[config.mk]
export PLATFORM = sky130hd
export DESIGN_NAME = grapheme_cluster_boundary_flat
export DESIGN_NICKNAME = d
export VERILOG_FILES = /design/src/rtl/gcb_pkg.sv /design/src/rtl/gcb_if.sv /design/src/rtl/grapheme_cluster_boundary.sv /design/src/rtl/gcb_classify.sv /design/src/rtl/gcb_state.sv /design/src/flat_wrapper.sv
export SDC_FILE = /design/constraint.sdc
export NUM_CORES = 1
export LEC_CHECK = 0
export BUFFER_PORTS_ARGS = -buffer_cell sky130_fd_sc_hd__buf_2
export CORE_MARGIN = 3
export CORE_UTILIZATION = 23
export CTS_CLUSTER_DIAMETER = 200
export DETAILED_ROUTE_END_ITERATION = 7
export HOLD_SLACK_MARGIN = 0.08
export PLACE_DENSITY = 0.37
export SYNTH_ARGS = -nofsm -noshare
export SYNTH_HDL_FRONTEND = slang
export SYNTH_SLANG_ARGS = --single-unit
[constraint.sdc]
create_clock -name clk -period 2.7 [get_ports clk]
set_input_delay 0.405 -clock clk [delete_from_list [all_inputs] [get_ports clk]]
set_output_delay 0.405 -clock clk [all_outputs]
set_load 0.02 [all_outputs]
[src/rtl/gcb_pkg.sv]
// ----------------------------------------------------------------------------
// Grapheme cluster boundary package
// Shared types, code point constants and class ranges for the cluster
// boundary flagger.
// ----------------------------------------------------------------------------
package gcb_pkg;

  // A decoded Unicode scalar value; values above 0x10FFFF pass as ordinary.
  localparam int unsigned CpWidth = 21;
  typedef logic [CpWidth-1:0] cp_t;

  // Single code points with a rule of their own.
  localparam cp_t CpCr  = 21'h0000D;
  localparam cp_t CpLf  = 21'h0000A;
  localparam cp_t CpZwj = 21'h0200D;

  // Extender ranges: combining marks, variation selectors and skin tones.
  localparam cp_t ExtCombLo   = 21'h00300;
  localparam cp_t ExtCombHi   = 21'h0036F;
  localparam cp_t ExtCombExLo = 21'h01AB0;
  localparam cp_t ExtCombExHi = 21'h01AFF;
  localparam cp_t ExtCombSuLo = 21'h01DC0;
  localparam cp_t ExtCombSuHi = 21'h01DFF;
  localparam cp_t ExtSymLo    = 21'h020D0;
  localparam cp_t ExtSymHi    = 21'h020FF;
  localparam cp_t ExtHalfLo   = 21'h0FE20;
  localparam cp_t ExtHalfHi   = 21'h0FE2F;
  localparam cp_t ExtVsLo     = 21'h0FE00;
  localparam cp_t ExtVsHi     = 21'h0FE0F;
  localparam cp_t ExtVsSupLo  = 21'hE0100;
  localparam cp_t ExtVsSupHi  = 21'hE01EF;
  localparam cp_t ExtToneLo   = 21'h1F3FB;
  localparam cp_t ExtToneHi   = 21'h1F3FF;

  // Regional indicator symbols.
  localparam cp_t RiLo = 21'h1F1E6;
  localparam cp_t RiHi = 21'h1F1FF;

  // Regional indicator count of the open cluster.
  typedef logic [1:0] flag_count_t;
  localparam flag_count_t FlagNone = 2'd0;
  localparam flag_count_t FlagOne  = 2'd1;
  localparam flag_count_t FlagPair = 2'd2;

  // Character class of one code point.
  typedef struct packed {
    logic is_cr;
    logic is_lf;
    logic is_zwj;
    logic is_ext;
    logic is_ri;
  } cp_class_t;

endpackage

[src/rtl/gcb_if.sv]
// ----------------------------------------------------------------------------
// Grapheme cluster boundary channels
// Valid/ready channels for input code points and for boundary results.
// ----------------------------------------------------------------------------
interface gcb_item_if;
  logic            valid;
  logic            ready;
  gcb_pkg::cp_t    codepoint;
  logic            text_start;
  logic            last_of_text;

  modport source (output valid, output codepoint, output text_start,
                  output last_of_text, input ready);
  modport sink   (input valid, input codepoint, input text_start,
                  input last_of_text, output ready);
endinterface

interface gcb_result_if;
  logic            valid;
  logic            ready;
  logic            starts_cluster;
  gcb_pkg::cp_t    codepoint_out;

  modport source (output valid, output starts_cluster, output codepoint_out,
                  input ready);
  modport sink   (input valid, input starts_cluster, input codepoint_out,
                  output ready);
endinterface

[src/rtl/grapheme_cluster_boundary.sv]
// ----------------------------------------------------------------------------
// Grapheme cluster boundary flagger
// Flags each decoded code point that begins a new grapheme cluster.
// ----------------------------------------------------------------------------
// The block takes one code point per cycle while neither side stalls and
// returns, for every one, the code point itself with a flag that is high
// where a new grapheme cluster begins. Code points go through an input
// register and then a result register, where the result is presented until
// it is taken. The sustained rate is one code point per clock cycle when
// nothing stalls: the cluster state update is combinational range compares
// and flag logic. Both sides may stall at any time; the input is
// accepted whenever the input register is free or moves on in the same cycle.
// Setting text_start forces a new cluster, and all cluster state clears after
// a code point marked last_of_text.
module grapheme_cluster_boundary (
  input  logic                clk,
  input  logic                rst,
  gcb_item_if.sink            item,
  gcb_result_if.source        result
);

  logic                 hold_valid;
  gcb_pkg::cp_t         hold_cp;
  logic                 hold_start;
  logic                 hold_last;

  logic                 res_valid;
  logic                 res_starts;
  gcb_pkg::cp_t         res_cp;

  logic                 res_free;
  logic                 step;
  gcb_pkg::cp_class_t   cls;
  logic                 starts;

  // Handshake: the result register frees when empty or being taken.
  assign res_free   = !res_valid || result.ready;
  assign step       = hold_valid && res_free;
  assign item.ready = !hold_valid || res_free;

  // Input register.
  always_ff @(posedge clk) begin
    if (rst) begin
      hold_valid <= 1'b0;
    end else if (item.ready) begin
      hold_valid <= item.valid;
    end
  end

  always_ff @(posedge clk) begin
    if (item.valid && item.ready) begin
      hold_cp    <= item.codepoint;
      hold_start <= item.text_start;
      hold_last  <= item.last_of_text;
    end
  end

  gcb_classify u_classify (
    .codepoint (hold_cp),
    .cls       (cls)
  );

  gcb_state u_state (
    .clk            (clk),
    .rst            (rst),
    .step           (step),
    .cls            (cls),
    .text_start     (hold_start),
    .last_of_text   (hold_last),
    .starts_cluster (starts)
  );

  // Result register.
  always_ff @(posedge clk) begin
    if (rst) begin
      res_valid <= 1'b0;
    end else if (res_free) begin
      res_valid <= hold_valid;
    end
  end

  always_ff @(posedge clk) begin
    if (step) begin
      res_starts <= starts;
      res_cp     <= hold_cp;
    end
  end

  assign result.valid          = res_valid;
  assign result.starts_cluster = res_starts;
  assign result.codepoint_out  = res_cp;

endmodule

[src/rtl/gcb_classify.sv]
// ----------------------------------------------------------------------------
// Code point classifier
// Range compares that sort one code point into the classes the boundary
// rules care about.
// ----------------------------------------------------------------------------
module gcb_classify (
  input  gcb_pkg::cp_t      codepoint,
  output gcb_pkg::cp_class_t cls
);

  function automatic logic in_range(gcb_pkg::cp_t cp, gcb_pkg::cp_t lo,
                                    gcb_pkg::cp_t hi);
    return (cp >= lo) && (cp <= hi);
  endfunction

  // Each class is an independent set of compares against constants.
  always_comb begin
    cls.is_cr  = (codepoint == gcb_pkg::CpCr);
    cls.is_lf  = (codepoint == gcb_pkg::CpLf);
    cls.is_zwj = (codepoint == gcb_pkg::CpZwj);
    cls.is_ri  = in_range(codepoint, gcb_pkg::RiLo, gcb_pkg::RiHi);
    cls.is_ext = in_range(codepoint, gcb_pkg::ExtCombLo, gcb_pkg::ExtCombHi)
               | in_range(codepoint, gcb_pkg::ExtCombExLo, gcb_pkg::ExtCombExHi)
               | in_range(codepoint, gcb_pkg::ExtCombSuLo, gcb_pkg::ExtCombSuHi)
               | in_range(codepoint, gcb_pkg::ExtSymLo, gcb_pkg::ExtSymHi)
               | in_range(codepoint, gcb_pkg::ExtHalfLo, gcb_pkg::ExtHalfHi)
               | in_range(codepoint, gcb_pkg::ExtVsLo, gcb_pkg::ExtVsHi)
               | in_range(codepoint, gcb_pkg::ExtVsSupLo, gcb_pkg::ExtVsSupHi)
               | in_range(codepoint, gcb_pkg::ExtToneLo, gcb_pkg::ExtToneHi);
  end

endmodule

[src/rtl/gcb_state.sv]
// ----------------------------------------------------------------------------
// Cluster state and boundary decision
// Holds the state of the open cluster and decides, for the code point in
// the input register, whether it begins a new cluster.
// ----------------------------------------------------------------------------
module gcb_state (
  input  logic               clk,
  input  logic               rst,
  input  logic               step,
  input  gcb_pkg::cp_class_t cls,
  input  logic               text_start,
  input  logic               last_of_text,
  output logic               starts_cluster
);

  logic                 cluster_open;
  logic                 cr_only;
  logic                 cluster_closed;
  gcb_pkg::flag_count_t flag_count;
  logic                 joiner_pending;

  logic                 cluster_open_next;
  logic                 cr_only_next;
  logic                 cluster_closed_next;
  gcb_pkg::flag_count_t flag_count_next;
  logic                 joiner_pending_next;

  // The join rules in priority order, then the state of a new cluster.
  always_comb begin
    logic starts;
    cluster_open_next   = cluster_open;
    cr_only_next        = cr_only;
    cluster_closed_next = cluster_closed;
    flag_count_next     = flag_count;
    joiner_pending_next = joiner_pending;

    if (text_start || !cluster_open || cluster_closed) begin
      starts = 1'b1;
    end else if (cr_only) begin
      // Only LF may follow a lone CR, and then the cluster is complete.
      if (cls.is_lf) begin
        starts              = 1'b0;
        cr_only_next        = 1'b0;
        cluster_closed_next = 1'b1;
      end else begin
        starts = 1'b1;
      end
    end else if (joiner_pending) begin
      starts              = 1'b0;
      joiner_pending_next = 1'b0;
    end else if (cls.is_ext) begin
      starts = 1'b0;
    end else if (cls.is_zwj) begin
      starts              = 1'b0;
      joiner_pending_next = 1'b1;
    end else if (flag_count == gcb_pkg::FlagOne && cls.is_ri) begin
      starts          = 1'b0;
      flag_count_next = gcb_pkg::FlagPair;
    end else begin
      starts = 1'b1;
    end

    if (starts) begin
      cluster_open_next   = 1'b1;
      cr_only_next        = cls.is_cr;
      cluster_closed_next = cls.is_lf;
      flag_count_next     = cls.is_ri ? gcb_pkg::FlagOne : gcb_pkg::FlagNone;
      joiner_pending_next = 1'b0;
    end

    // The end of a text drops all cluster state.
    if (last_of_text) begin
      cluster_open_next   = 1'b0;
      cr_only_next        = 1'b0;
      cluster_closed_next = 1'b0;
      flag_count_next     = gcb_pkg::FlagNone;
      joiner_pending_next = 1'b0;
    end

    starts_cluster = starts;
  end

  // State advances once for each code point that moves on.
  always_ff @(posedge clk) begin
    if (rst) begin
      cluster_open   <= 1'b0;
      cr_only        <= 1'b0;
      cluster_closed <= 1'b0;
      flag_count     <= gcb_pkg::FlagNone;
      joiner_pending <= 1'b0;
    end else if (step) begin
      cluster_open   <= cluster_open_next;
      cr_only        <= cr_only_next;
      cluster_closed <= cluster_closed_next;
      flag_count     <= flag_count_next;
      joiner_pending <= joiner_pending_next;
    end
  end

  // A lone CR and a closed cluster are exclusive kinds of open cluster.
  a_kind_exclusive: assert property (@(posedge clk) disable iff (rst)
    !(cr_only && cluster_closed))
    else $error("cluster is both a lone CR and closed");

  // No cluster detail survives without an open cluster.
  a_detail_needs_open: assert property (@(posedge clk) disable iff (rst)
    (cr_only || cluster_closed || joiner_pending || flag_count != gcb_pkg::FlagNone)
      |-> cluster_open)
    else $error("cluster detail held with no cluster open");

  // A pending joiner only follows a ZWJ inside an ordinary cluster.
  a_joiner_ordinary: assert property (@(posedge clk) disable iff (rst)
    joiner_pending |-> !cr_only && !cluster_closed)
    else $error("joiner pending in a CR or LF cluster");

  // The flag count never reaches its unused code.
  a_flag_range: assert property (@(posedge clk) disable iff (rst)
    flag_count == gcb_pkg::FlagNone || flag_count == gcb_pkg::FlagOne ||
    flag_count == gcb_pkg::FlagPair)
    else $error("flag count out of range");

  // The last code point of a text leaves no cluster open.
  a_last_clears: assert property (@(posedge clk) disable iff (rst)
    step && last_of_text |=> !cluster_open)
    else $error("cluster still open after end of text");

endmodule
[src/flat_wrapper.sv]
// flat-port wrapper written by rule: the top's interface ports become plain ports
module grapheme_cluster_boundary_flat 
  (clk, rst, item_valid, item_codepoint, item_text_start, item_last_of_text, item_ready, result_valid, result_starts_cluster, result_codepoint_out, result_ready);
  gcb_item_if item_i ();
  gcb_result_if result_i ();
  input  logic clk;
  input  logic rst;
  input wire logic [$bits(item_i.valid)-1:0] item_valid;
  input wire logic [$bits(item_i.codepoint)-1:0] item_codepoint;
  input wire logic [$bits(item_i.text_start)-1:0] item_text_start;
  input wire logic [$bits(item_i.last_of_text)-1:0] item_last_of_text;
  output wire logic [$bits(item_i.ready)-1:0] item_ready;
  output wire logic [$bits(result_i.valid)-1:0] result_valid;
  output wire logic [$bits(result_i.starts_cluster)-1:0] result_starts_cluster;
  output wire logic [$bits(result_i.codepoint_out)-1:0] result_codepoint_out;
  input wire logic [$bits(result_i.ready)-1:0] result_ready;
  assign item_i.valid = item_valid;
  assign item_i.codepoint = item_codepoint;
  assign item_i.text_start = item_text_start;
  assign item_i.last_of_text = item_last_of_text;
  assign item_ready = item_i.ready;
  assign result_valid = result_i.valid;
  assign result_starts_cluster = result_i.starts_cluster;
  assign result_codepoint_out = result_i.codepoint_out;
  assign result_i.ready = result_ready;
  grapheme_cluster_boundary u_core (.clk(clk), .rst(rst), .item(item_i), .result(result_i));
endmodule
Yosys cells after proc, flatten, opt, wreduce, memory -nomap -nowiden
Index checks and enable logic that the tools add are counted.
{"block": "totals", "reg_bits": 53, "input_bits": 27, "output_inout_bits": 24, "word_cells": 108}
{"block": "classes", "n_lt_le_gt_ge": 18, "eq_ne": 9, "muxes": 34, "bitwise": 7, "reduce_logical": 28}
{"operator": "equality test 21 x 4 -> 1 bit, second input constant", "count": 2}
{"operator": ">= comparator 21 x 13 -> 1 bit, second input constant", "count": 2}
{"operator": ">= comparator 21 x 16 -> 1 bit, second input constant", "count": 2}
{"operator": ">= comparator 21 x 17 -> 1 bit, second input constant", "count": 2}
{"operator": "less-or-equal comparator 21 x 13 -> 1 bit, second input constant", "count": 2}
{"operator": "less-or-equal comparator 21 x 16 -> 1 bit, second input constant", "count": 2}
{"operator": "less-or-equal comparator 21 x 17 -> 1 bit, second input constant", "count": 2}
{"operator": "2-to-1 mux 1 bit", "count": 26}
{"operator": "equality test 21 x 14 -> 1 bit, second input constant", "count": 1}
{"operator": ">= comparator 21 x 10 -> 1 bit, second input constant", "count": 1}
{"operator": ">= comparator 21 x 14 -> 1 bit, second input constant", "count": 1}
{"operator": ">= comparator 21 x 20 -> 1 bit, second input constant", "count": 1}
{"operator": "less-or-equal comparator 21 x 10 -> 1 bit, second input constant", "count": 1}
{"operator": "less-or-equal comparator 21 x 14 -> 1 bit, second input constant", "count": 1}
{"operator": "less-or-equal comparator 21 x 20 -> 1 bit, second input constant", "count": 1}
{"operator": "2-to-1 mux 2 bit", "count": 8}
{"operator": "logical AND 1 bit", "count": 12}
{"operator": "inequality test 3 x 1 -> 1 bit, second input constant", "count": 3}
{"operator": "nonzero test 3 bit", "count": 3}
{"operator": "bitwise OR 1 bit", "count": 7}
{"operator": "AND reduction 7 bit", "count": 1}
{"operator": "inequality test 3 x 2 -> 1 bit, second input constant", "count": 2}
{"operator": "logical OR 1 bit", "count": 4}
{"operator": "AND reduction 2 bit", "count": 2}
{"operator": "other kinds (5)", "count": 7}

Longest topological paths before layout
Gate-level depths: netlist of the first run.
{"block": "depth", "depth_word": 15, "ltp_mapped": 8, "ltp_nobuf": 7}

By module
A second synthesis of the first run with hierarchy kept.
{"block": "unflattened", "cells_unflattened": 148, "area_unflattened_um2": 2097.0}
{"module": "grapheme_cluster_boundary", "n_inst": 1, "cells_each": 55, "area_per_inst_um2": 1455.1, "seq_area_each_um2": 1391.3}
{"module": "gcb_state", "n_inst": 1, "cells_each": 40, "area_per_inst_um2": 325.3, "seq_area_each_um2": 120.1}
{"module": "gcb_classify", "n_inst": 1, "cells_each": 53, "area_per_inst_um2": 316.6, "seq_area_each_um2": 0.0}

Worst setup path after synthesis of the first run
No wires, ideal clock.
{"block": "synth_timing", "path_type": "register to register", "startpoint": "register u_core.res_valid, in the netlist u_core.result.valid", "endpoint": "register u_core.u_state.joiner_pending", "setup_ps": 69, "t_arrival_ps": 2507, "t_required_ps": 2631, "path_slack_ps": 124, "path_stages_with_launch": 6, "path_buffers": 0, "synth_period_minus_slack_ps": 2576, "cell_sequence": "dfxtp_1 -> nor2b_1 -> nor2b_1 -> nand2_1 -> or4_1 -> o21ai_1"}
{"block": "synth_via", "elab_chain_cells": 4}
{"item": "start: declaration", "line": "grapheme_cluster_boundary.sv:27", "text": "logic res_valid;"}
{"item": "start signal: assignment", "line": "grapheme_cluster_boundary.sv:78", "text": "res_valid <= hold_valid;"}
{"item": "logical NOT 1 bit", "line": "grapheme_cluster_boundary.sv:37", "text": "assign res_free = !res_valid || result.ready;"}
{"item": "logical OR 1 bit", "line": "grapheme_cluster_boundary.sv:37"}
{"item": "logical AND 1 bit", "line": "grapheme_cluster_boundary.sv:38", "text": "assign step = hold_valid && res_free;"}
{"item": "via u_core.step", "line": "grapheme_cluster_boundary.sv:32", "text": "logic step;"}
{"item": "AND reduction 3 bit (no source line)"}
{"item": "end signal: assignment", "line": "gcb_state.sv:96", "text": "joiner_pending <= joiner_pending_next;"}
{"item": "end: declaration", "line": "gcb_state.sv:20", "text": "logic joiner_pending;"}
The timed path passes the listed nets, and every way through them passes these cells.
A chain may end at the register's enable or synchronous reset.

Final worst setup path of the first run
{"block": "layout_timing", "startpoint": "register u_core.hold_cp[20]", "endpoint": "register u_core.u_state.flag_count[0]"}
{"block": "layout_via", "elab_chain_cells": 15, "word_cells_on_any_way": 54, "classes_between": "order compare (18); eq/ne (7); mux (10); bitwise (7); reduce/logical (12)"}
{"item": "start: declaration", "line": "grapheme_cluster_boundary.sv:23", "text": "gcb_pkg::cp_t hold_cp;"}
{"item": "start signal: assignment", "line": "grapheme_cluster_boundary.sv:52", "text": "hold_cp <= item.codepoint;"}
{"item": ">= comparator 21 x 10 -> 1 bit (tied with other cells)", "line": "gcb_classify.sv:13", "text": "return (cp >= lo) && (cp <= hi);"}
{"item": "logical AND 1 bit", "line": "gcb_classify.sv:13"}
{"item": "bitwise OR 1 bit", "line": "gcb_classify.sv:23", "text": "| in_range(codepoint, gcb_pkg::ExtCombExLo, gcb_pkg::ExtCombExHi)"}
{"item": "bitwise OR 1 bit", "line": "gcb_classify.sv:24", "text": "| in_range(codepoint, gcb_pkg::ExtCombSuLo, gcb_pkg::ExtCombSuHi)"}
{"item": "bitwise OR 1 bit", "line": "gcb_classify.sv:25", "text": "| in_range(codepoint, gcb_pkg::ExtSymLo, gcb_pkg::ExtSymHi)"}
{"item": "bitwise OR 1 bit", "line": "gcb_classify.sv:26", "text": "| in_range(codepoint, gcb_pkg::ExtHalfLo, gcb_pkg::ExtHalfHi)"}
{"item": "bitwise OR 1 bit", "line": "gcb_classify.sv:27", "text": "| in_range(codepoint, gcb_pkg::ExtVsLo, gcb_pkg::ExtVsHi)"}
{"item": "bitwise OR 1 bit", "line": "gcb_classify.sv:28", "text": "| in_range(codepoint, gcb_pkg::ExtVsSupLo, gcb_pkg::ExtVsSupHi)"}
{"item": "bitwise OR 1 bit", "line": "gcb_classify.sv:29", "text": "| in_range(codepoint, gcb_pkg::ExtToneLo, gcb_pkg::ExtToneHi);"}
{"item": "2-to-1 mux 1 bit", "line": "gcb_state.sv:51", "text": "end else if (cls.is_ext) begin"}
{"item": "2-to-1 mux 1 bit", "line": "gcb_state.sv:48", "text": "end else if (joiner_pending) begin"}
{"item": "2-to-1 mux 1 bit *", "line": "gcb_state.sv:39", "text": "end else if (cr_only) begin"}
{"item": "2-to-1 mux 1 bit *", "line": "gcb_state.sv:37", "text": "if (text_start || !cluster_open || cluster_closed) begin"}
{"item": "via u_core.starts", "line": "grapheme_cluster_boundary.sv:34", "text": "logic starts;"}
{"item": "inequality test 3 x 2 -> 1 bit (no source line) (tied with other cells)"}
{"item": "AND reduction 7 bit (no source line) or 2-to-1 mux 2 bit (tied branches)"}
{"item": "end signal: assignment", "line": "gcb_state.sv:89", "text": "flag_count <= gcb_pkg::FlagNone;"}
{"item": "end signal: assignment", "line": "gcb_state.sv:95", "text": "flag_count <= flag_count_next;"}
{"item": "end: declaration", "line": "gcb_state.sv:19", "text": "gcb_pkg::flag_count_t flag_count;"}
The timed path passes the listed nets; every way through them passes the cells marked *.

==> impl_summary.txt, run 1 <==
----------------------------------------------------
[Route]
  Routed wire length per instance ... 15.3 um
  Number of optimization iterations in the first detailed-route pass ... 4
  Starting DRC count in detailed routing ... 141
  Antenna Violating Nets Remaining ... 0
  Post-detailed-routing wire length ... 4.81 mm
  Ratio of routed vias to standard cells ... 4.60
  Number of remaining DRC errors ... 0
  Total number of vias ... 1448

[Clock tree]
  CTS H-Tree Depth ... 2
  TritonCTS clock tree ... built
  Post-CTS setup buffer count ... 0
  Number of buffers on the longest clock path ... 2
  Clock edge transition at the registers on the reported setup and hold paths ... 90 ps
  CTS Root Buffer Type ... sky130_fd_sc_hd__clkbuf_8
  Total of cells resized after clock tree synthesis ... 0
  Hold_buf cts ... 0
  Num CTS Buffers ... 5
  CTS Sinks ... 53
  Clock Latency Late Sink ... 310 ps

[Yosys]
  Synthesized netlist net count ... 174
  Post-Synthesis Cell Area ... 2120 um2
  Seq/Total Area, Yosys ... 71.3%
  Distinct cell type count after synthesis ... 42
  Most used flip-flop cell after synthesis ... sky130_fd_sc_hd__edfxtp_1
  Asr flop ratio synth ... 0%
  Post-synthesis area per instance ... 14.4 um2
  Synthesized instance count ... 147
  Flop and latch count out of synthesis ... 53
  Synth warnings ... 0
  Number of enable-type register cells in the synthesized netlist ... 45

[Place]
  PortBufs ... 50
  Post-DP HPWL ... 3.64 mm
  Final weighted congestion in routability-driven placement ... 0.718

[Floorplan]
  Total number of placement rows ... 34
  Initial Util ... 24.0%
  Full die area ... 10400 um2
  Die height ... 102 um
  Horizontal extent of the die ... 102 um
  Placeable core region ... 8850 um2
  Number of top-level pins ... 51

[Power and ir drop]
  Power density normalized to cell area ... 577 nW/um2
  Leakage power summed over all cells ... 0.933 nW
  Worst IR Drop VDD ... 0.219 mV

[Timing]
  Setup repair after global routing missed its margin ... false
  Maximum frequency from static timing analysis ... 0.419 GHz
  Slew Limit Headroom ... 30.2%
  Portion of the clock cycle consumed by the worst path in the final layout ... 88.4%
  Worst Max-Slew Pin Slew ... 1050 ps
  Worst Hold Margin ... 266 ps
  Final min period ... 2390 ps
  Final hold viol count ... 0
  Setup tns final ... 0 ps
  # setup viols final ... 0
  Max-slew violation count ... 0
  Final Skew ... 7.72 ps

[Cells and area]
  Layout fillers ... 906
  Commonest cells after routing, fill and taps aside ... 50 x sky130_fd_sc_hd__buf_2, 45 x sky130_fd_sc_hd__edfxtp_1, 16 x sky130_fd_sc_hd__nor2_1, 10 x sky130_fd_sc_hd__nand2_1
  Area grow syn2layout ... 22.8%
  Fraction of final layout cells with drive strength greater than 1 ... 34.3%
  Most common cell after layout, fill and taps aside ... sky130_fd_sc_hd__buf_2
  Diodes inserted ... 0
  Final Net Count ... 233

[Setup path]
  Register-to-Register Setup Slack ... 310 ps
  Highest fanout seen on the critical path ... 4
  Crit end category ... flip-flop
  Arrival time at the worst endpoint ... 2580 ps
  Critical path class ... flip-flop to flip-flop
  Crit path required time ... 2900 ps
  Number of cells on the worst reg-to-reg path ... 7
  Critical R2R Capture ... u_core.u_state.flag_count[0]
  Critical Path Source Type ... flip-flop
  Startpoint of the worst register-to-register path ... u_core.hold_cp[20]

[Global routing]
  Total routing usage reported by global routing ... 9.78%
  Number of global-route vias before repair ... 1410
  Number of antenna violations at the first check in global routing ... 0
  Final global-route overflow total ... 0
  Wire length of the first global-routing pass ... 7.72 mm
  Maximum number of pins on one net before global-route repair ... 24

[Worst hold path]
  Hold path startpoint ... item_codepoint[17]
  Hold EP ... u_core.hold_cp[17]
  Hold/Removal Path Class ... input port to flip-flop
  Hold depth ... 1

[Run]
  Max Cap Viol ... 0

[Outcome]
  Run status ... finished, final reports clean

----------------------------------------------------
## cells in the mapped netlist (3+ instances only)
cell | instances | area (um2)
sky130_fd_sc_hd__edfxtp_1 | 45 | 1350
sky130_fd_sc_hd__nand4_1 | 8 | 50.1
sky130_fd_sc_hd__nor2_1 | 16 | 60.1
sky130_fd_sc_hd__and4_1 | 4 | 35.0
sky130_fd_sc_hd__nor4_1 | 6 | 37.5
sky130_fd_sc_hd__nand2_1 | 10 | 37.5
sky130_fd_sc_hd__dfxtp_1 | 8 | 160
sky130_fd_sc_hd__a21oi_1 | 4 | 20.0
sky130_fd_sc_hd__nor3_1 | 3 | 15.0
## routing by layer
layer	part of all wire, %	track usage, %	wire (um)	vias up
li1	-	-	-	708
met1	50	14.8	2390	677
met2	41	12.8	1980	55
met3	6.8	2.73	326	8
met4	2.3	4.34	112	0
met5	0	0	0	-
## cell type report
type / count / area (um2) / share of cell area [%]
flip-flops and latches: 53 / 1510 / 58.0
clock inverters: 3 / 12.5 / 0.481
repair buffers: 54 / 280 / 10.8
multi-input cells: 91 / 592 / 22.7
well taps: 108 / 135 / 5.19
clock buffers: 5 / 68.8 / 2.64
inverters: 1 / 3.75 / 0.144
## worst max-delay path by stage
stage	from	to	slack, ps	cells after the start
after floorplan	u_core.result.valid	u_core.u_state.joiner_pending	120	5
after global placement	u_core.hold_cp[19]	u_core.u_state.flag_count[0]	290	7
after detailed placement	u_core.hold_cp[19]	u_core.u_state.flag_count[0]	310	7
after CTS	u_core.hold_cp[19]	u_core.u_state.flag_count[0]	290	7
after global routing	u_core.hold_cp[19]	u_core.u_state.flag_count[0]	80	7
final	u_core.hold_cp[20]	u_core.u_state.flag_count[0]	310	7
## flip-flops by register name, summed over array words and instances, names as in the netlist
name	count
u_core.hold_last	1
u_core.result.starts_cluster	1
u_core.result.codepoint_out	21
u_core.hold_cp	21
u_core.u_state.cluster_closed	1
u_core.result.valid	1
u_core.u_state.joiner_pending	1
u_core.u_state.cluster_open	1
u_core.u_state.flag_count	2
u_core.hold_valid	1
u_core.hold_start	1
u_core.u_state.cr_only	1
## report_power, final
| part | internal (mW) | switching, mW |
|---|---|---|
| clock | 0.175 | 0.254 |
| combinational | 0.0409 | 0.0653 |
| sequential | 0.932 | 0.0348 |
| total | 1.15 | 0.354 |
## worst max-delay path: stages (launching register included)
cell and delay, ps:
sky130_fd_sc_hd__edfxtp_1 430, sky130_fd_sc_hd__nor4_1 590, sky130_fd_sc_hd__and4_1 280, sky130_fd_sc_hd__a31oi_1 110, sky130_fd_sc_hd__o32ai_2 300, sky130_fd_sc_hd__nor3_2 100
sky130_fd_sc_hd__nand2b_4 160, sky130_fd_sc_hd__a221o_1 310
## metrics by stage
stage,total power [mW],setup slack [ps],cell area [um2],utilization (%),instances
finish,1.50,312,2600,29.4,315
global route,1.57,75.3,2600,29.4,315
CTS,1.53,292,2600,29.4,315
detailed placement,1.10,313,2520,28.5,307
global placement,1.10,285,2520,28.5,307
floorplan,1.03,124,2120,-,147
## logic make-up (layout without fill, tap and decap cells)
group	count (synthesis)	after routing	synth area share [%]
buffers and inverters	3	63	0.885
flip-flops	53	53	71.3
AO/OA/AOI/OAI	22	22	7.79
AND/OR/NAND/NOR	69	69	20.0
Note: power is estimated with default switching activity, not from simulation.
==> run 2: changes to the inputs <==
==> constraint.sdc (replaced) <==
create_clock -name clk -period 3 [get_ports clk]
set_input_delay 0.45 -clock clk [delete_from_list [all_inputs] [get_ports clk]]
set_output_delay 0.45 -clock clk [all_outputs]
set_load 0.02 [all_outputs]
==> impl_summary.txt, run 2 (same netlist as run 1, synthesis figures left out) <==
----------------------------------------------------
[Timing]
  Worst setup margin ... 580 ps (was 312 ps)
  Portion of the clock cycle consumed by the worst path in the final layout ... 80.7% (was 88.4%)
  # setup viols final ... 0 (unchanged)
  Worst Max-Slew Pin Slew ... 646 ps (was 1050 ps)
  Worst Hold Margin ... 310 ps (was 266 ps)
  Setup repair after global routing missed its margin ... false (unchanged)
  Setup tns final ... 0 ps (unchanged)
  Final Skew ... 7.19 ps (was 7.72 ps)
  Slew Limit Headroom ... 56.5% (was 30.2%)
  Maximum frequency from static timing analysis ... 0.413 GHz (was 0.419 GHz)
  Final min period ... 2420 ps (was 2390 ps)
  Final hold viol count ... 0 (unchanged)
  Max-slew violation count ... 0 (unchanged)

[Route]
  Post-detailed-routing wire length ... 4.78 mm (was 4.81 mm)
  Routed wire length per instance ... 15.3 um (about the same)
  Number of optimization iterations in the first detailed-route pass ... 4 (unchanged)
  Total number of vias ... 1395 (was 1448)
  Antenna Violating Nets Remaining ... 0 (unchanged)
  Ratio of routed vias to standard cells ... 4.46 (was 4.60)
  Number of remaining DRC errors ... 0 (unchanged)
  Starting DRC count in detailed routing ... 97 (was 141)

[Setup path]
  Crit end category ... flip-flop (unchanged)
  Highest fanout seen on the critical path ... 4 (unchanged)
  Arrival time at the worst endpoint ... 2620 ps (was 2580 ps)
  Register-to-Register Setup Slack ... 580 ps (was 310 ps)
  Crit path required time ... 3200 ps (was 2900 ps)
  Critical Path Source Type ... flip-flop (unchanged)
  Critical path class ... flip-flop to flip-flop (unchanged)
  Number of cells on the worst reg-to-reg path ... 7 (unchanged)

[Floorplan]
  Horizontal extent of the die ... 102 um (unchanged)
  Total number of placement rows ... 34 (unchanged)
  Placeable core region ... 8850 um2 (unchanged)
  Number of top-level pins ... 51 (unchanged)
  Initial Util ... 24.0% (unchanged)
  Die height ... 102 um (unchanged)
  Full die area ... 10400 um2 (unchanged)

[Place]
  Post-DP HPWL ... 3.53 mm (was 3.64 mm)
  Placed Cells incl. Taps ... 305 (was 307)
  PortBufs ... 50 (unchanged)
  Final weighted congestion in routability-driven placement ... 0.731 (was 0.718)
  Placed Area ... 2510 um2 (was 2520 um2)
  Worst slack at placement ... 590 ps (was 313 ps)

[Cells and area]
  Final Net Count ... 231 (was 233)
  Diodes inserted ... 0 (unchanged)
  Final core utilization ... 29.5% (was 29.4%)
  Multi-input logic area ... 592 um2 (unchanged)
  Layout fillers ... 918 (was 906)
  Area grow syn2layout ... 23.3% (was 22.8%)
  Fraction of final layout cells with drive strength greater than 1 ... 33.7% (was 34.3%)
  Most common cell after layout, fill and taps aside ... sky130_fd_sc_hd__buf_2 (unchanged)
  Register cell area after layout ... 1510 um2 (unchanged)
  Number of cells in the finished layout apart from fillers ... 313 (was 315)
  Commonest cells after routing, fill and taps aside ... 50 x sky130_fd_sc_hd__buf_2, 45 x sky130_fd_sc_hd__edfxtp_1, 16 x sky130_fd_sc_hd__nor2_1, 10 x sky130_fd_sc_hd__nand2_1 (unchanged)
  Final instance area ... 2610 um2 (was 2600 um2)

[Outcome]
  Run status ... finished, final reports clean (unchanged)

[Global routing]
  Number of antenna violations at the first check in global routing ... 0 (unchanged)
  Final global-route overflow total ... 0 (unchanged)
  Wire length of the first global-routing pass ... 7.65 mm (was 7.72 mm)
  Maximum number of pins on one net before global-route repair ... 24 (unchanged)
  Total routing usage reported by global routing ... 9.72% (was 9.78%)
  Number of global-route vias before repair ... 1413 (was 1410)

[Power and ir drop]
  Power density normalized to cell area ... 550 nW/um2 (was 577 nW/um2)
  Leakage power summed over all cells ... 0.933 nW (about the same)
  Power share of the clock group ... 33.0% (was 28.6%)
  Logic pwr share ... 6.3% (was 7.1%)
  Proportion of total power due to net switching ... 22.1% (was 23.6%)
  Worst IR Drop VDD ... 0.169 mV (was 0.219 mV)
  Sw Pwr ... 317 uW (was 354 uW)
  Power share of the sequential group ... 60.7% (was 64.4%)
  Int Power ... 1.12 mW (was 1.15 mW)
  Overall Power ... 1.44 mW (was 1.50 mW)

[Clock tree]
  Clock edge transition at the registers on the reported setup and hold paths ... 90 ps (about the same)
  Total of cells resized after clock tree synthesis ... 0 (unchanged)
  TritonCTS clock tree ... built (unchanged)
  CTS H-Tree Depth ... 2 (unchanged)
  Num CTS Buffers ... 5 (unchanged)
  Post-CTS setup buffer count ... 0 (unchanged)
  Hold_buf cts ... 0 (unchanged)
  CTS Sinks ... 53 (unchanged)
  CTS Root Buffer Type ... sky130_fd_sc_hd__clkbuf_8 (unchanged)
  Number of buffers on the longest clock path ... 2 (unchanged)
  Clock Latency Late Sink ... 310 ps (about the same)

[Worst hold path]
  Hold/Removal Path Class ... input port to flip-flop (unchanged)
  Hold depth ... 1 (unchanged)

[Run]
  Max Cap Viol ... 0 (unchanged)

----------------------------------------------------
run 2: cell count changes in the layout (fill, tap and decap cells not counted):
cell                        before  now
sky130_fd_sc_hd__clkinv_1        2    1
sky130_fd_sc_hd__clkinv_2        1    0
sky130_fd_sc_hd__clkbuf_1        0    1
sky130_fd_sc_hd__bufinv_16       0    1
sky130_fd_sc_hd__buf_4           4    2
run 2: final timing paths:
kind / to / startpoint
worst min register to register: u_core.u_state.cluster_closed / u_core.u_state.cluster_closed
worst max register to register: u_core.u_state.flag_count[0] / u_core.hold_cp[20]
worst min-delay path: u_core.hold_cp[2] / item_codepoint[2]
worst max-delay path: u_core.u_state.flag_count[0] / u_core.hold_cp[20]
run 2: critical path, stage by stage (launching register included):
cell                       delay, ps
sky130_fd_sc_hd__edfxtp_1        430
sky130_fd_sc_hd__nor4_1          620
sky130_fd_sc_hd__and4_1          290
sky130_fd_sc_hd__a31oi_1         110
sky130_fd_sc_hd__o32ai_2         290
sky130_fd_sc_hd__nor3_2          100
sky130_fd_sc_hd__nand2b_4        160
sky130_fd_sc_hd__a221o_1         310
run 2: metal layers:
metal	vias to the layer above	global-route usage (%)	share of wire, %
met5	-	0	0
met4	0	4.24	1.9
met3	5	2.53	5.6
met2	42	13.3	41
met1	643	14.4	51
li1	705	-	-
run 2: cell type report:
class | instances | area share, %
Sequential cell | 53 | 57.8
Multi-Input combinational cell | 91 | 22.6
Timing Repair Buffer | 52 | 10.1
Tap cell | 108 | 5.17
Clock buffer | 6 | 2.78
Clock inverter | 2 | 1.29
Inverter | 1 | 0.144
run 2: power by group through the flow:
stage,Sequential [mW],Combinational [mW],Clock (mW)
global route,0.879,0.101,0.521
finish,0.873,0.0900,0.475
detailed placement,0.890,0.0920,0
global placement,0.891,0.0919,0
CTS,0.873,0.0922,0.494
floorplan,0.893,0.0364,0
==> run 3: changes to the inputs <==
--- a/config.mk
+++ b/config.mk
@@ -11,7 +11,7 @@
 export CTS_CLUSTER_DIAMETER = 200
 export DETAILED_ROUTE_END_ITERATION = 7
 export HOLD_SLACK_MARGIN = 0.08
-export PLACE_DENSITY = 0.37
+export PLACE_DENSITY = 0.38
 export SYNTH_ARGS = -nofsm -noshare
 export SYNTH_HDL_FRONTEND = slang
 export SYNTH_SLANG_ARGS = --single-unit
==> constraint.sdc (replaced) <==
create_clock -name clk -period 2.2 [get_ports clk]
set_input_delay 0.33 -clock clk [delete_from_list [all_inputs] [get_ports clk]]
set_output_delay 0.33 -clock clk [all_outputs]
set_load 0.02 [all_outputs]
==> impl_summary.txt, run 3 (same netlist as run 1, synthesis figures left out) <==
----------------------------------------------------
[Outcome]
  Run status ... finished, final reports clean (unchanged)

[Clock tree]
  TritonCTS clock tree ... built (unchanged)
  Hold_buf cts ... 0 (unchanged)
  Clock edge transition at the registers on the reported setup and hold paths ... 100 ps (was 90 ps)
  CTS Sinks ... 53 (unchanged)
  CTS H-Tree Depth ... 2 (unchanged)
  Num CTS Buffers ... 5 (unchanged)
  CTS Root Buffer Type ... sky130_fd_sc_hd__clkbuf_8 (unchanged)
  Clock Latency Late Sink ... 300 ps (was 310 ps)
  Number of buffers on the longest clock path ... 2 (unchanged)

[Place]
  Final weighted congestion in routability-driven placement ... 0.855 (was 0.731)
  PortBufs ... 50 (unchanged)
  Worst slack at placement ... -98.2 ps (was 590 ps)
  Post-DP HPWL ... 3.85 mm (was 3.53 mm)

[Floorplan]
  Full die area ... 10400 um2 (unchanged)
  Horizontal extent of the die ... 102 um (unchanged)
  Number of top-level pins ... 51 (unchanged)
  Initial Util ... 24.0% (unchanged)
  Total number of placement rows ... 34 (unchanged)
  Placeable core region ... 8850 um2 (unchanged)
  Die height ... 102 um (unchanged)

[Route]
  Number of remaining DRC errors ... 0 (unchanged)
  Routed wire length per instance ... 14.3 um (was 15.3 um)
  Total number of vias ... 1508 (was 1395)
  Antenna Violating Nets Remaining ... 0 (unchanged)
  Post-detailed-routing wire length ... 4.88 mm (was 4.78 mm)
  Starting DRC count in detailed routing ... 85 (was 97)
  Number of optimization iterations in the first detailed-route pass ... 4 (unchanged)
  Ratio of routed vias to standard cells ... 4.41 (was 4.46)

[Power and ir drop]
  Worst IR Drop VDD ... 0.237 mV (was 0.169 mV)
  Int Power ... 1.67 mW (was 1.12 mW)
  Sw Pwr ... 441 uW (was 317 uW)
  Leakage power summed over all cells ... 1.10 nW (was 0.933 nW)
  Overall Power ... 2.11 mW (was 1.44 mW)
  Logic pwr share ... 8.8% (was 6.3%)
  Power share of the sequential group ... 55.2% (was 60.7%)
  Power share of the clock group ... 36.0% (was 33.0%)
  Power density normalized to cell area ... 724 nW/um2 (was 550 nW/um2)
  Proportion of total power due to net switching ... 20.9% (was 22.1%)

[Timing]
  Maximum frequency from static timing analysis ... 0.457 GHz (was 0.413 GHz)
  Final hold viol count ... 0 (unchanged)
  Slew Limit Headroom ... 35.2% (was 56.5%)
  Final min period ... 2190 ps (was 2420 ps)
  Final Skew ... 9.91 ps (was 7.19 ps)
  Setup repair after global routing missed its margin ... true (was false)
  Portion of the clock cycle consumed by the worst path in the final layout ... 99.6% (was 80.7%)
  # setup viols final ... 0 (unchanged)
  Worst Max-Slew Pin Slew ... 972 ps (was 646 ps)
  Max-slew violation count ... 0 (unchanged)
  Worst setup margin ... 9.63 ps (was 580 ps)

[Cells and area]
  Area grow syn2layout ... 37.7% (was 23.3%)
  Commonest cells after routing, fill and taps aside ... 50 x sky130_fd_sc_hd__buf_2, 45 x sky130_fd_sc_hd__edfxtp_1, 31 x sky130_fd_sc_hd__buf_4, 16 x sky130_fd_sc_hd__nor2_1, 10 x sky130_fd_sc_hd__nand2_1 (was 50 x sky130_fd_sc_hd__buf_2, 45 x sky130_fd_sc_hd__edfxtp_1, 16 x sky130_fd_sc_hd__nor2_1, 10 x sky130_fd_sc_hd__nand2_1)
  Fraction of final layout cells with drive strength greater than 1 ... 46.6% (was 33.7%)
  Most common cell after layout, fill and taps aside ... sky130_fd_sc_hd__buf_2 (unchanged)
  Diodes inserted ... 0 (unchanged)
  Final Net Count ... 260 (was 231)

[Setup path]
  Critical Path Source Type ... flip-flop (unchanged)
  Crit end category ... flip-flop (unchanged)
  Startpoint of the worst register-to-register path ... u_core.hold_cp[20] (unchanged)
  Critical R2R Capture ... u_core.u_state.flag_count[0] (unchanged)
  Highest fanout seen on the critical path ... 4 (unchanged)
  Crit path required time ... 2390 ps (was 3200 ps)
  Critical path class ... flip-flop to flip-flop (unchanged)
  Number of cells on the worst reg-to-reg path ... 9 (was 7)
  Arrival time at the worst endpoint ... 2380 ps (was 2620 ps)
  Register-to-Register Setup Slack ... 10 ps (was 580 ps)

[Worst hold path]
  Hold depth ... 1 (unchanged)
  Hold path startpoint ... item_codepoint[20] (was item_codepoint[2])
  Hold EP ... u_core.hold_cp[20] (was u_core.hold_cp[2])
  Hold/Removal Path Class ... input port to flip-flop (unchanged)

[Global routing]
  Final global-route overflow total ... 0 (unchanged)
  Total routing usage reported by global routing ... 10.0% (was 9.72%)
  Maximum number of pins on one net before global-route repair ... 24 (unchanged)
  Number of global-route vias before repair ... 1553 (was 1413)
  Number of antenna violations at the first check in global routing ... 0 (unchanged)
  Wire length of the first global-routing pass ... 8.06 mm (was 7.65 mm)

[Run]
  Max Cap Viol ... 0 (unchanged)

----------------------------------------------------
==> run 3: worst max-delay path, cell delays in order (launching register included) <==
cell                       delay, ps
sky130_fd_sc_hd__edfxtp_1        400
sky130_fd_sc_hd__buf_4           160
sky130_fd_sc_hd__nor4_2          260
sky130_fd_sc_hd__buf_4           160
sky130_fd_sc_hd__and4_1          180
sky130_fd_sc_hd__a31oi_1         110
sky130_fd_sc_hd__o32ai_2         270
sky130_fd_sc_hd__nor3_2           80
sky130_fd_sc_hd__nand2b_4        150
sky130_fd_sc_hd__a221o_1         310
==> run 3: area by class of cell <==
| class | instances | area, um2 |
|---|---|---|
| Clock buffer | 5 | 68.8 |
| Clock inverter | 3 | 65.1 |
| Fill cell | 896 | 5930 |
| Inverter | 1 | 3.75 |
| Multi-Input combinational cell | 91 | 651 |
| Sequential cell | 53 | 1510 |
| Tap cell | 108 | 135 |
| Timing Repair Buffer | 81 | 483 |
==> run 3: timing repair <==
action / in CTS / in global routing
pin swaps: 0 / 4
endpoints found under the hold margin: 0 / 0
endpoints found under the setup margin: 5 / 6
resized for setup: 5 / 5
buffers inserted: 2 / 1
==> run 3: metrics by stage <==
stage | TNS, ps | utilization, % | instance area (um2) | hold slack (ps) | instances
after floorplan | 0 | - | 2120 | 402 | 147
after global placement | -106 | 30.5 | 2700 | 454 | 331
after detailed placement | -153 | 30.5 | 2700 | 444 | 331
after CTS | -23.8 | 32.6 | 2880 | 185 | 341
after global routing | -212 | 33.0 | 2920 | 179 | 342
final | 0 | 33.0 | 2920 | 194 | 342
==> run 3: how the worst max path moves through the flow <==
stage	start	end	slack [ps]	cells after the start
floorplan	u_core.hold_cp[12]	u_core.u_state.flag_count[0]	30	7
global placement	u_core.hold_cp[19]	u_core.u_state.flag_count[0]	-70	7
detailed placement	u_core.hold_cp[19]	u_core.u_state.flag_count[0]	-100	7
CTS	u_core.hold_cp[19]	u_core.u_state.flag_count[0]	-20	7
global route	u_core.hold_cp[19]	u_core.u_state.flag_count[0]	-110	7
finish	u_core.hold_cp[20]	u_core.u_state.flag_count[0]	10	9
==> run 3: power by group through the flow <==
stage / registers, mW / logic (mW) / clock network [mW]
after detailed placement: 1.19 / 0.178 / 0
final: 1.17 / 0.187 / 0.760
after global routing: 1.17 / 0.207 / 0.823
after floorplan: 1.22 / 0.0500 / 0
after CTS: 1.17 / 0.185 / 0.783
after global placement: 1.19 / 0.180 / 0
==> run 3: metal layers <==
metal / vias to the layer above / GRT usage (%) / routed length, um
li1: 762 / - / -
met3: 10 / 2.32 / 242
met2: 44 / 15.1 / 2120
met1: 692 / 14.1 / 2420
met4: 0 / 3.73 / 99
met5: - / 0 / 0
